### src/hdl/slx_pkg.sv
// ---------------------------------------------------------------------------
// slx_pkg: shared types and constants for the small language lexer
// Token kind codes, character codes, keyword table and the result record
// passed from the scanner to the output queue.
// ---------------------------------------------------------------------------
package slx_pkg;

  // token kind codes
  localparam logic [5:0] KIND_UINT   = 6'd0;
  localparam logic [5:0] KIND_IDEN   = 6'd1;
  localparam logic [5:0] KIND_PLUS   = 6'd2;
  localparam logic [5:0] KIND_MINUS  = 6'd3;
  localparam logic [5:0] KIND_MULT   = 6'd4;
  localparam logic [5:0] KIND_DIV    = 6'd5;
  localparam logic [5:0] KIND_LESS   = 6'd6;
  localparam logic [5:0] KIND_LEQ    = 6'd7;
  localparam logic [5:0] KIND_GREAT  = 6'd8;
  localparam logic [5:0] KIND_GEQ    = 6'd9;
  localparam logic [5:0] KIND_EQUAL  = 6'd10;
  localparam logic [5:0] KIND_NEQ    = 6'd11;
  localparam logic [5:0] KIND_ASSIGN = 6'd12;
  localparam logic [5:0] KIND_CHAR   = 6'd13;
  localparam logic [5:0] KIND_STRING = 6'd14;
  localparam logic [5:0] KIND_COMMA  = 6'd15;
  localparam logic [5:0] KIND_SEMI   = 6'd16;
  localparam logic [5:0] KIND_COLON  = 6'd17;
  localparam logic [5:0] KIND_LPAR   = 6'd18;
  localparam logic [5:0] KIND_RPAR   = 6'd19;
  localparam logic [5:0] KIND_LBRACK = 6'd20;
  localparam logic [5:0] KIND_RBRACK = 6'd21;
  localparam logic [5:0] KIND_LBRACE = 6'd22;
  localparam logic [5:0] KIND_RBRACE = 6'd23;
  localparam logic [5:0] KIND_KW0    = 6'd24;
  localparam logic [5:0] KIND_END    = 6'd36;
  localparam logic [5:0] KIND_ERROR  = 6'd37;

  // character codes
  localparam logic [7:0] CH_NUL      = 8'd0;
  localparam logic [7:0] CH_TAB      = 8'd9;
  localparam logic [7:0] CH_NL       = 8'd10;
  localparam logic [7:0] CH_SPACE    = 8'd32;
  localparam logic [7:0] CH_DQUOTE   = 8'd34;
  localparam logic [7:0] CH_SQUOTE   = 8'd39;
  localparam logic [7:0] CH_PRINT_LO = 8'd32;
  localparam logic [7:0] CH_PRINT_HI = 8'd126;

  // class of the token being built
  typedef enum logic [3:0] {
    P_IDLE, P_IDENT, P_NUM, P_LT, P_GT, P_EQ, P_BANG, P_CQ, P_CB, P_STR
  } pclass_t;

  // keyword table, first keyword maps to KIND_KW0
  localparam int KW_COUNT = 12;
  localparam int KW_CHARS = 7;
  localparam logic [7:0] KW_TEXT [KW_COUNT][KW_CHARS] = '{
    '{"c", "o", "n", "s", "t", 8'h00, 8'h00},
    '{"i", "n", "t", 8'h00, 8'h00, 8'h00, 8'h00},
    '{"c", "h", "a", "r", 8'h00, 8'h00, 8'h00},
    '{"v", "o", "i", "d", 8'h00, 8'h00, 8'h00},
    '{"m", "a", "i", "n", 8'h00, 8'h00, 8'h00},
    '{"i", "f", 8'h00, 8'h00, 8'h00, 8'h00, 8'h00},
    '{"s", "w", "i", "t", "c", "h", 8'h00},
    '{"c", "a", "s", "e", 8'h00, 8'h00, 8'h00},
    '{"d", "e", "f", "a", "u", "l", "t"},
    '{"s", "c", "a", "n", "f", 8'h00, 8'h00},
    '{"p", "r", "i", "n", "t", "f", 8'h00},
    '{"r", "e", "t", "u", "r", "n", 8'h00}
  };
  localparam logic [3:0] KW_LEN [KW_COUNT] = '{
    4'd5, 4'd3, 4'd4, 4'd4, 4'd4, 4'd2, 4'd6, 4'd4, 4'd7, 4'd5, 4'd6, 4'd6
  };

  // output queue geometry
  localparam int QUEUE_DEPTH = 4;
  localparam int QPTR_BITS   = 2;
  localparam int QCNT_BITS   = 3;

  // one finished token
  typedef struct packed {
    logic [5:0]  kind;
    logic [15:0] line;
    logic [7:0]  token_length;
    logic        last;
  } slx_result_t;

  // results produced by one accepted character
  typedef struct packed {
    logic [1:0]  count;
    slx_result_t res0;
    slx_result_t res1;
  } slx_push_t;

  // single character operator lookup
  typedef struct packed {
    logic       hit;
    logic [5:0] kind;
  } single_t;

  function automatic logic is_alpha(input logic [7:0] c);
    return (c == "_") || (c >= "a" && c <= "z") || (c >= "A" && c <= "Z");
  endfunction

  function automatic logic is_digit(input logic [7:0] c);
    return (c >= "0") && (c <= "9");
  endfunction

  function automatic single_t single_kind(input logic [7:0] c);
    single_t s;
    s.hit = 1'b1;
    unique case (c)
      "+":     s.kind = KIND_PLUS;
      "-":     s.kind = KIND_MINUS;
      "*":     s.kind = KIND_MULT;
      "/":     s.kind = KIND_DIV;
      ",":     s.kind = KIND_COMMA;
      ";":     s.kind = KIND_SEMI;
      ":":     s.kind = KIND_COLON;
      "(":     s.kind = KIND_LPAR;
      ")":     s.kind = KIND_RPAR;
      "[":     s.kind = KIND_LBRACK;
      "]":     s.kind = KIND_RBRACK;
      "{":     s.kind = KIND_LBRACE;
      "}":     s.kind = KIND_RBRACE;
      default: begin
        s.hit  = 1'b0;
        s.kind = KIND_UINT;
      end
    endcase
    return s;
  endfunction

endpackage

### src/hdl/slx_scan.sv
// ---------------------------------------------------------------------------
// slx_scan: character scanner with lexer state
// Holds the pending token class, line and length counters and the keyword
// characters, and turns one accepted character into up to two results.
// ---------------------------------------------------------------------------
module slx_scan #(
  parameter int LINE_BITS   = 16,
  parameter int KEYWORD_MAX = 7,
  parameter int LENGTH_BITS = 8
) (
  input  logic              clk,
  input  logic              rst,
  input  logic              fire,
  input  logic [7:0]        ch,
  output slx_pkg::slx_push_t push
);

  localparam logic [LINE_BITS-1:0]   LINE_MAX = '1;
  localparam logic [LENGTH_BITS-1:0] LEN_MAX  = '1;

  // state registers
  slx_pkg::pclass_t        pend;
  logic [LINE_BITS-1:0]    line_count;
  logic [LENGTH_BITS-1:0]  length_count;
  logic                    lz;
  logic                    halted;
  logic [7:0]              kw_chars [KEYWORD_MAX];

  slx_pkg::pclass_t        pend_next;
  logic [LINE_BITS-1:0]    line_count_next;
  logic [LENGTH_BITS-1:0]  length_count_next;
  logic                    lz_next;
  logic                    halted_next;

  // decode scratch
  logic                    used;
  logic                    clr;
  logic                    add_en;
  logic [LENGTH_BITS-1:0]  add_pos;
  logic                    f_en;
  logic [LENGTH_BITS-1:0]  f_len;
  logic                    a_en;
  logic [5:0]              a_kind;
  logic [LENGTH_BITS-1:0]  a_len;
  logic                    b_en;
  logic [5:0]              b_kind;
  logic [LENGTH_BITS-1:0]  b_len;
  logic [LENGTH_BITS-1:0]  len_inc;
  logic [LENGTH_BITS-1:0]  err_len;
  logic [5:0]              kw_kind;
  logic                    kw_hit;
  logic                    alnum;
  slx_pkg::single_t        single;
  logic [15:0]             line_out;
  slx_pkg::slx_result_t    res_a;
  slx_pkg::slx_result_t    res_b;

  function automatic logic [LENGTH_BITS-1:0] len_sat_inc(input logic [LENGTH_BITS-1:0] v);
    return (v == LEN_MAX) ? v : v + LENGTH_BITS'(1);
  endfunction

  function automatic logic [7:0] len_out(input logic [LENGTH_BITS-1:0] v);
    return (16'(v) > 16'd255) ? 8'hFF : 8'(v);
  endfunction

  assign alnum   = slx_pkg::is_alpha(ch) || slx_pkg::is_digit(ch);
  assign single  = slx_pkg::single_kind(ch);
  assign len_inc = len_sat_inc(length_count);
  assign err_len = (ch != slx_pkg::CH_NUL) ? len_inc : length_count;

  // keyword match over the stored characters
  always_comb begin
    kw_kind = slx_pkg::KIND_IDEN;
    for (int k = slx_pkg::KW_COUNT - 1; k >= 0; k--) begin
      kw_hit = (32'(length_count) == 32'(slx_pkg::KW_LEN[k]));
      for (int j = 0; j < slx_pkg::KW_CHARS; j++) begin
        if ((32'(j) < 32'(slx_pkg::KW_LEN[k])) && (kw_chars[j] != slx_pkg::KW_TEXT[k][j])) begin
          kw_hit = 1'b0;
        end
      end
      if (kw_hit) begin
        kw_kind = slx_pkg::KIND_KW0 + 6'(k);
      end
    end
  end

  // next state and results for the current character
  always_comb begin
    pend_next         = pend;
    line_count_next   = line_count;
    length_count_next = length_count;
    lz_next           = lz;
    halted_next       = halted;
    used    = 1'b0;
    clr     = 1'b0;
    add_en  = 1'b0;
    add_pos = length_count;
    f_en    = 1'b0;
    f_len   = length_count;
    a_en    = 1'b0;
    a_kind  = slx_pkg::KIND_UINT;
    a_len   = '0;
    b_en    = 1'b0;
    b_kind  = slx_pkg::KIND_UINT;
    b_len   = '0;

    if (halted) begin
      // skip input until end of text
      if (ch == slx_pkg::CH_NUL) begin
        b_en   = 1'b1;
        b_kind = slx_pkg::KIND_END;
        clr    = 1'b1;
      end
    end else begin
      // continue or close the pending token
      unique case (pend)
        slx_pkg::P_IDENT: begin
          if (alnum) begin
            add_en = 1'b1;
            used   = 1'b1;
          end else begin
            a_en      = 1'b1;
            a_kind    = kw_kind;
            a_len     = length_count;
            pend_next = slx_pkg::P_IDLE;
          end
        end
        slx_pkg::P_NUM: begin
          if (slx_pkg::is_digit(ch)) begin
            add_en = 1'b1;
            used   = 1'b1;
          end else if (lz && (length_count > LENGTH_BITS'(1))) begin
            f_en  = 1'b1;
            f_len = length_count;
            used  = 1'b1;
          end else begin
            a_en      = 1'b1;
            a_kind    = slx_pkg::KIND_UINT;
            a_len     = length_count;
            pend_next = slx_pkg::P_IDLE;
          end
        end
        slx_pkg::P_LT, slx_pkg::P_GT, slx_pkg::P_EQ: begin
          a_en = 1'b1;
          if (ch == "=") begin
            a_kind = (pend == slx_pkg::P_LT) ? slx_pkg::KIND_LEQ :
                     (pend == slx_pkg::P_GT) ? slx_pkg::KIND_GEQ : slx_pkg::KIND_EQUAL;
            a_len  = LENGTH_BITS'(2);
            used   = 1'b1;
          end else begin
            a_kind = (pend == slx_pkg::P_LT) ? slx_pkg::KIND_LESS :
                     (pend == slx_pkg::P_GT) ? slx_pkg::KIND_GREAT : slx_pkg::KIND_ASSIGN;
            a_len  = LENGTH_BITS'(1);
          end
          pend_next = slx_pkg::P_IDLE;
        end
        slx_pkg::P_BANG: begin
          used = 1'b1;
          if (ch == "=") begin
            a_en      = 1'b1;
            a_kind    = slx_pkg::KIND_NEQ;
            a_len     = LENGTH_BITS'(2);
            pend_next = slx_pkg::P_IDLE;
          end else begin
            f_en  = 1'b1;
            f_len = err_len;
          end
        end
        slx_pkg::P_CQ: begin
          used = 1'b1;
          if (alnum || ch == "+" || ch == "-" || ch == "*" || ch == "/") begin
            add_en    = 1'b1;
            pend_next = slx_pkg::P_CB;
          end else begin
            f_en  = 1'b1;
            f_len = err_len;
          end
        end
        slx_pkg::P_CB: begin
          used = 1'b1;
          if (ch == slx_pkg::CH_SQUOTE) begin
            a_en      = 1'b1;
            a_kind    = slx_pkg::KIND_CHAR;
            a_len     = len_inc;
            pend_next = slx_pkg::P_IDLE;
          end else begin
            f_en  = 1'b1;
            f_len = err_len;
          end
        end
        slx_pkg::P_STR: begin
          used = 1'b1;
          if (ch >= slx_pkg::CH_PRINT_LO && ch <= slx_pkg::CH_PRINT_HI &&
              ch != slx_pkg::CH_DQUOTE) begin
            add_en = 1'b1;
          end else if (ch == slx_pkg::CH_DQUOTE) begin
            a_en      = 1'b1;
            a_kind    = slx_pkg::KIND_STRING;
            a_len     = len_inc;
            pend_next = slx_pkg::P_IDLE;
          end else begin
            f_en  = 1'b1;
            f_len = err_len;
          end
        end
        default: pend_next = slx_pkg::P_IDLE;
      endcase

      // failure inside a pending token
      if (f_en) begin
        a_en   = 1'b1;
        a_kind = slx_pkg::KIND_ERROR;
        a_len  = f_len;
        if (ch == slx_pkg::CH_NUL) begin
          b_en   = 1'b1;
          b_kind = slx_pkg::KIND_END;
          clr    = 1'b1;
        end else begin
          halted_next = 1'b1;
          pend_next   = slx_pkg::P_IDLE;
        end
      end

      // character starts something new
      if (!used) begin
        length_count_next = '0;
        lz_next           = 1'b0;
        add_pos           = '0;
        priority if (ch == slx_pkg::CH_NUL) begin
          b_en   = 1'b1;
          b_kind = slx_pkg::KIND_END;
          clr    = 1'b1;
        end else if (ch == slx_pkg::CH_SPACE || ch == slx_pkg::CH_TAB) begin
          pend_next = pend_next;
        end else if (ch == slx_pkg::CH_NL) begin
          if (line_count != LINE_MAX) begin
            line_count_next = line_count + LINE_BITS'(1);
          end
        end else if (slx_pkg::is_alpha(ch)) begin
          add_en    = 1'b1;
          pend_next = slx_pkg::P_IDENT;
        end else if (slx_pkg::is_digit(ch)) begin
          add_en    = 1'b1;
          lz_next   = (ch == "0");
          pend_next = slx_pkg::P_NUM;
        end else if (single.hit) begin
          b_en   = 1'b1;
          b_kind = single.kind;
          b_len  = LENGTH_BITS'(1);
        end else if (ch == "<" || ch == ">" || ch == "=" || ch == "!" ||
                     ch == slx_pkg::CH_SQUOTE || ch == slx_pkg::CH_DQUOTE) begin
          add_en    = 1'b1;
          pend_next = (ch == "<") ? slx_pkg::P_LT :
                      (ch == ">") ? slx_pkg::P_GT :
                      (ch == "=") ? slx_pkg::P_EQ :
                      (ch == "!") ? slx_pkg::P_BANG :
                      (ch == slx_pkg::CH_SQUOTE) ? slx_pkg::P_CQ : slx_pkg::P_STR;
        end else begin
          b_en        = 1'b1;
          b_kind      = slx_pkg::KIND_ERROR;
          b_len       = LENGTH_BITS'(1);
          halted_next = 1'b1;
          pend_next   = slx_pkg::P_IDLE;
        end
      end
    end

    if (add_en) begin
      length_count_next = len_sat_inc(add_pos);
    end

    // end of text returns everything to reset
    if (clr) begin
      pend_next         = slx_pkg::P_IDLE;
      line_count_next   = LINE_BITS'(1);
      length_count_next = '0;
      lz_next           = 1'b0;
      halted_next       = 1'b0;
    end
  end

  // pack results, all share the current line
  assign line_out = (32'(line_count) > 32'd65535) ? 16'hFFFF : 16'(line_count);

  always_comb begin
    res_a.kind         = a_kind;
    res_a.line         = line_out;
    res_a.token_length = len_out(a_len);
    res_a.last         = !b_en;
    res_b.kind         = b_kind;
    res_b.line         = line_out;
    res_b.token_length = len_out(b_len);
    res_b.last         = 1'b1;
    if (a_en) begin
      push.res0 = res_a;
      push.res1 = res_b;
    end else begin
      push.res0 = res_b;
      push.res1 = res_b;
    end
    push.count = fire ? (2'(a_en) + 2'(b_en)) : 2'd0;
  end

  // state update
  always_ff @(posedge clk) begin
    if (rst) begin
      pend         <= slx_pkg::P_IDLE;
      line_count   <= LINE_BITS'(1);
      length_count <= '0;
      lz           <= 1'b0;
      halted       <= 1'b0;
    end else if (fire) begin
      pend         <= pend_next;
      line_count   <= line_count_next;
      length_count <= length_count_next;
      lz           <= lz_next;
      halted       <= halted_next;
    end
  end

  // keyword character store, no reset
  always_ff @(posedge clk) begin
    for (int i = 0; i < KEYWORD_MAX; i++) begin
      if (fire && add_en && (32'(add_pos) == 32'(i))) begin
        kw_chars[i] <= ch;
      end
    end
  end

endmodule

### src/hdl/slx_outq.sv
// ---------------------------------------------------------------------------
// slx_outq: result queue
// Four-entry queue that takes up to two results per cycle and hands out
// one per transfer; signals full while fewer than two entries are free.
// ---------------------------------------------------------------------------
module slx_outq (
  input  logic                 clk,
  input  logic                 rst,
  input  slx_pkg::slx_push_t   push,
  output logic                 full,
  output logic                 out_valid,
  input  logic                 out_stall,
  output slx_pkg::slx_result_t head
);

  slx_pkg::slx_result_t             q [slx_pkg::QUEUE_DEPTH];
  logic [slx_pkg::QPTR_BITS-1:0]    rptr;
  logic [slx_pkg::QPTR_BITS-1:0]    wptr;
  logic [slx_pkg::QCNT_BITS-1:0]    count;
  logic                             pop;

  assign pop       = out_valid && !out_stall;
  assign out_valid = (count != '0);
  assign head      = q[rptr];
  assign full      = count > slx_pkg::QCNT_BITS'(slx_pkg::QUEUE_DEPTH - 2);

  // pointers and fill level
  always_ff @(posedge clk) begin
    if (rst) begin
      rptr  <= '0;
      wptr  <= '0;
      count <= '0;
    end else begin
      rptr  <= rptr + slx_pkg::QPTR_BITS'(pop);
      wptr  <= wptr + slx_pkg::QPTR_BITS'(push.count);
      count <= count + slx_pkg::QCNT_BITS'(push.count) - slx_pkg::QCNT_BITS'(pop);
    end
  end

  // entry writes
  always_ff @(posedge clk) begin
    if (push.count != 2'd0) begin
      q[wptr] <= push.res0;
    end
    if (push.count == 2'd2) begin
      q[wptr + slx_pkg::QPTR_BITS'(1)] <= push.res1;
    end
  end

endmodule

### src/hdl/small_language_lexer.sv
// ---------------------------------------------------------------------------
// small_language_lexer: streaming lexer, one source byte per transfer
// Results pass through the registered result queue before they are offered.
// Throughput: one character per cycle; a character that closes two tokens
// gives two results, handed out one per transfer, and input stalls while the
// result queue holds more than two entries.
// Reset: synchronous, clears lexer state and the queue; keyword store is not cleared.
// ---------------------------------------------------------------------------
module small_language_lexer #(
  parameter int LINE_BITS   = 16,
  parameter int KEYWORD_MAX = 7,
  parameter int LENGTH_BITS = 8
) (
  input  logic        clk,
  input  logic        rst,
  input  logic        in_valid,
  output logic        in_stall,
  input  logic [7:0]  ch,
  output logic        out_valid,
  input  logic        out_stall,
  output logic [5:0]  kind,
  output logic [15:0] line,
  output logic [7:0]  token_length,
  output logic        last
);

  slx_pkg::slx_push_t   push;
  slx_pkg::slx_result_t head;
  logic                 full;
  logic                 fire;

  // input transfer
  assign in_stall = full;
  assign fire     = in_valid && !full;

  slx_scan #(
    .LINE_BITS   (LINE_BITS),
    .KEYWORD_MAX (KEYWORD_MAX),
    .LENGTH_BITS (LENGTH_BITS)
  ) u_scan (
    .clk  (clk),
    .rst  (rst),
    .fire (fire),
    .ch   (ch),
    .push (push)
  );

  slx_outq u_outq (
    .clk       (clk),
    .rst       (rst),
    .push      (push),
    .full      (full),
    .out_valid (out_valid),
    .out_stall (out_stall),
    .head      (head)
  );

  // result fields
  assign kind         = head.kind;
  assign line         = head.line;
  assign token_length = head.token_length;
  assign last         = head.last;

endmodule

### config.mk
export PLATFORM = sky130hd
export DESIGN_NAME = small_language_lexer
export DESIGN_NICKNAME = d
export VERILOG_FILES = /design/src/hdl/slx_pkg.sv /design/src/hdl/slx_scan.sv /design/src/hdl/slx_outq.sv /design/src/hdl/small_language_lexer.sv
export SDC_FILE = /design/constraint.sdc
export NUM_CORES = 1
export LEC_CHECK = 0
export BUFFER_PORTS_ARGS = -buffer_cell sky130_fd_sc_hd__buf_4
export CORE_MARGIN = 10
export CORE_UTILIZATION = 62
export CTS_CLUSTER_DIAMETER = 60
export DETAILED_ROUTE_END_ITERATION = 8
export PLACE_DENSITY_LB_ADDON = 0.05
export SETUP_SLACK_MARGIN = 0.02
export SLEW_MARGIN = 20
export SYNTH_ARGS = -nofsm -noshare
export SYNTH_HDL_FRONTEND = slang
export SYNTH_SLANG_ARGS = --single-unit
### constraint.sdc
create_clock -name clk -period 6.65 [get_ports clk]
set_input_delay 1.33 -clock clk [delete_from_list [all_inputs] [get_ports clk]]
set_output_delay 1.33 -clock clk [all_outputs]
set_load 0.02 [all_outputs]
-- After elaboration in Yosys (flattened, before gate mapping)
Memory sizes are Yosys's and may differ from the RTL's. A register that Yosys moved wholly into a read port is not among the register bits.
Index checks and enable logic that the tools add are counted.
- magnitude comparators: 10
- equal/unequal tests: 95
- reduce and logical (&&, ||, !) cells: 51
- mux-type cells: 268
- $add $sub $neg: 9
- operators with widths (kind ; number):
    8-bit by 7-bit inequality test with 1-bit output, second input constant ; 41
    8-bit two-way mux ; 34
    6-bit two-way mux ; 30
    1-bit two-way mux ; 147
    8-bit by 6-bit == test with 1-bit output, second input constant ; 17
    16-bit two-way mux ; 7
    4-bit two-way mux ; 28
    5-bit case mux with 13 select lines ; 1
    62-bit two-way mux ; 1
    8-bit by 3-bit == test with 1-bit output, second input constant ; 7
    8-bit case mux with 6 select lines ; 1
    8-bit OR reduction ; 6
    8-bit by 7-bit == test with 1-bit output, second input constant ; 5
    8-bit by 2-bit == test with 1-bit output, second input constant ; 4
    8-bit case mux with 4 select lines ; 1
    6-bit case mux with 5 select lines ; 1
    8-bit by 7-bit <= comparator with 1-bit output, second input constant ; 3
    4-bit case mux with 6 select lines ; 1
    3-bit two-way mux ; 7
    16-bit by 1-bit adder with 16-bit output, second input constant ; 1
    8-bit by 1-bit adder with 8-bit output, second input constant ; 2
    4-bit by 3-bit == test with 1-bit output, second input constant ; 4
    8-bit by 4-bit == test with 1-bit output, second input constant ; 2
    8-bit == test, second input constant ; 2
    37 further kinds ; 80
- memories kept: 2
- output and inout port bits: 33
- word-level logic and storage cells: 443
- RAM bits: 180
- bits in registers: 37
- memories (name ; depth ; bits a word ; read ports ; clocked after memory_dff ; write ports ; RTL line ; text):
    u_outq.q ; 4 ; 31 ; 1 ; 1 ; 2 ; slx_outq.sv:16 ; slx_pkg::slx_result_t q [slx_pkg::QUEUE_DEPTH];
    u_scan.kw_chars ; 7 ; 8 ; 7 ; 0 ; 1 ; slx_scan.sv:27 ; logic [7:0] kw_chars [KEYWORD_MAX];

-- Longest topological paths before layout
- depth in word-level cells: 31
- gate-level depth with buffers: 21
- mapped depth without buffers: 18

-- Hierarchy
Synthesis repeated with hierarchy kept, for this count alone.
- cells, all modules: 1044
- area total of the unflattened synthesis: 12589.6 µm²
- by module, submodules not included (module ; cells an instance ; area each (µm²) ; instances ; seq. area each (µm²)):
    slx_outq ; 349 ; 6406.1 ; 1 ; 3863.7
    slx_scan ; 694 ; 6169.7 ; 1 ; 2282.2
    small_language_lexer ; 1 ; 13.8 ; 1 ; 0.0

-- Worst setup path before layout
Ideal clock, no wire load.
- path kind: input -> register
- start point: input port ch[6]
- end point: memory u_outq.q[0][10] (netlist name) (enable)
- stages on the path: 13
- arrival: 4.950 ns
- slack: 1.307 ns
- buffers on the path: 3
- path through: buf_2 or3b_2 a2111o_1 a31oi_1 o21ai_0 o21ai_0 nand2_1 ha_1 clkbuf_1 nor3_1 nor2_1 inv_1 clkbuf_1
- RTL lines (item ; RTL line ; text):
    start, declared ; small_language_lexer.sv:18 ; input logic [7:0] ch,
    end, declared ; slx_outq.sv:16 ;

==> impl_metrics.toml <==
[sta]
fmax_mhz = 187.2
grt_setup_unrepaired = "no"
slew_violations = 0
finalCritPeriodShare_pct = 80.31
fin_worst_skew_ns = 0.01640
worst_pin_slew_ns = 1.147
final.setup.tns_ns = 0
min_period_ns = 5.341
maxSlewHeadroom_pct = 22.47
setup_violations = 0
hold_violations = 0
worst_slack_ns = 1.309

[pwr]
p_leak_nw = 4.422
power.density_nw_per_um2 = 279.1
vdd_drop_max_mv = 0.1769

[yosys]
synthesis.nets = 1088
seq_area_frac_synth_pct = 50.02
synth_edf_count = 148
async_flop_share_pct = 0
syn_area_per_cell_um2 = 11.00
syn_inst = 1059
syn_area_um2 = 11650
synthFlopType = "edfxtp_1"
synth_cell_type_count = 100
ys_seq_elements = 217
yosysWarnings = 0

[die]
die_w_um = 157.1
die_area_um2 = 24670
io_pins = 45
initial_core_util_pct = 62.69
rows = 50
core-area_um2 = 18580
die_y_um = 157.1

[clock_tree]
insertion_delay_ns = 0.51
post_cts_buffers = 0
cts-buffers-inserted = 24
root_buffer = "clkbuf_16"
htree_levels = 1
cts_buffer_depth = 3
clkSinkCount = 217
cts_resized = 0
hold_buffers = 0
clkTransAtPathRegs_ns = 0.06
cts_tree = "built"

[critical_path]
crit_path_start_kind = "input port"
rr_startpoint = "u_scan.pend[1]"
cp-end-kind = "register"
critical_path_class = "in -> reg"
crit_fanout = 40
r2r-end = "u_outq.q[1][14]"
ff2ff_path_depth = 12
cp_data_required_time_ns = 6.92
crit_arrival_ns = 5.61
reg2reg_slack_ns = 1.88

[min_path]
hold_path.class = "reg -> reg"
min_from = "u_outq.q[3][0]"
whs_endpoint = "u_outq.q[3][0]"
worstHoldPathCells = 1

[run_status]
status = "finished, final reports clean"

[detailed_routing]
vias = 8953
drcViolationCount = 0
drt_first_pass_iters = 6
ant_nets = 0
wire_per_inst_um = 22.23
wl_um = 29670
first_iter_violations = 951
vias_per_cell = 6.706

[place]
gp_congestion = 0.9913
dp_cells = 1292
pre_cts_ws_ns = 0.8527
place_hpwl_um = 21180
portBuffers = 44

[final_layout]
instances_no_fill = 1335
final_cell_mix = "edfxtp_1, and2_1, nor2_1, dfxtp_1, buf_4"
layout_commonest_cell = "edfxtp_1"
drive_gt1_share_pct = 15.17
n_antenna_cell = 0
postLayoutCoreUtil_pct = 69.25
fill_cells = 1395
syn2layout_area_growth_pct = 10.47
layout.nets = 1113

[grt]
gr-total-overflow = 0
grt_pass1_vias = 8506
grt_max_degree = 41
grt.total_usage_pct = 24.08
grt_pass1_wl_um = 47510
antenna_found_initial = 0

[run]
maxCapViolCount = 0
[where the power goes]
group / internal (W) / total, W / leakage (nW) / switching (W)
logic: 0.000325 / 0.000751 / 2.09 / 0.000426
registers: 0.00152 / 0.00159 / 1.96 / 0.0000681
clock network: 0.000736 / 0.00126 / 0.370 / 0.000519
[registers in the layout, indices dropped and copies added (netlist names)]
signal               cells
u_outq.rptr              2
u_scan.length_count      8
u_scan.halted            1
u_scan.kw_chars         56
u_outq.wptr              2
u_scan.line_count       16
u_scan.lz                1
u_outq.count             3
u_outq.q               124
u_scan.pend              4
[critical path, stage by stage]
cell and delay, ns:
buf_4 0.20, or4_1 0.53, a21oi_1 0.29, o21a_1 0.38, a31o_2 0.41, o21bai_1 0.13
buf_4 0.19, inv_2 0.14, ha_1 0.35, o21ai_1 0.40, nor2_1 0.14, nor2_1 0.46
inv_1 0.08, buf_4 0.28, and2_1 0.23
[worst max path at each step]
stage,start,to,slack (ns),cells after the start
finish,ch[4],u_outq.q[1][14],1.31,15
global route,ch[4],u_outq.q[2][11],0.84,15
CTS,ch[4],u_outq.q[1][16],1.43,15
detailed placement,ch[4],u_outq.q[1][16],0.85,15
global placement,ch[5],u_outq.q[1][12],0.89,15
floorplan,ch[6],u_outq.q[0][10],1.31,13
[kinds of logic (layout without fill, tap and decap cells)]
kind of cell,count (synthesis),in the layout,share of synthesized area [%]
compound gates,231,231,14.14
flops,217,217,50.02
fa+ha+maj,17,17,1.891
xor+xnor,22,22,1.654
buf+inv,82,124,2.986
simple gates,459,459,23.32
mux,31,31,5.994
[layer usage]
metal	vias up	global-route usage, %	share of wire, %
met5	-	0	0
met4	0	6.545	2.5
met3	75	5.295	8.9
met2	440	36.50	45
met1	4284	34.31	43
li1	4154	-	-
[through the flow]
step	hold slack, ns	instance area, µm²	power (W)
after floorplan	0.4310	11650	0.002115
after global placement	0.4411	12100	0.002359
after detailed placement	0.4504	12110	0.002367
after CTS	0.4694	12870	0.003613
after global routing	0.4827	12870	0.003743
final	0.4660	12870	0.003592
[synth_stat cells, types with 6 or more instances]
master      n  share of area [%]
a21oi_1    45                1.9
a22o_1     21                1.6
a31oi_1     9               0.48
and2_1     76                4.1
and3_1     10               0.54
buf_1      11               0.35
buf_2       8               0.34
clkbuf_1   32                1.0
dfxtp_1    69                 12
edfxtp_1  148                 38
ha_1       16                1.7
inv_1      25               0.81
mux4_2     31                6.0
nand2_1    54                1.7
nand2b_1   13               0.70
nand3_1    45                1.9
nand3b_1    9               0.58
nand4_1    31                1.7
nand4b_1    9               0.68
nor2_1     69                2.2
nor2b_1    19                1.0
nor3_1     19               0.82
nor3b_1     7               0.45
nor4_1     13               0.70
nor4bb_1    9               0.77
o21ai_0    32                1.4
o21ai_1     6               0.26
o21bai_1    8               0.52
o22ai_1    30                1.6
or2_2       9               0.48
or3_1      18               0.97
or4_1      10               0.64
xnor2_1     8               0.60
xor2_1     14                1.1
[cell type report]
type	instances	area (µm²)	share of cell area, %
Clock buffer	29	650.6	5.056
Clock inverter	14	102.6	0.7974
Inverter	26	97.59	0.7585
Multi-Input combinational cell	760	5484	42.62
Sequential cell	217	5827	45.28
Tap cell	234	292.8	2.275
Timing Repair Buffer	55	412.9	3.209
No activity file was read; power rests on OpenSTA's default activity.
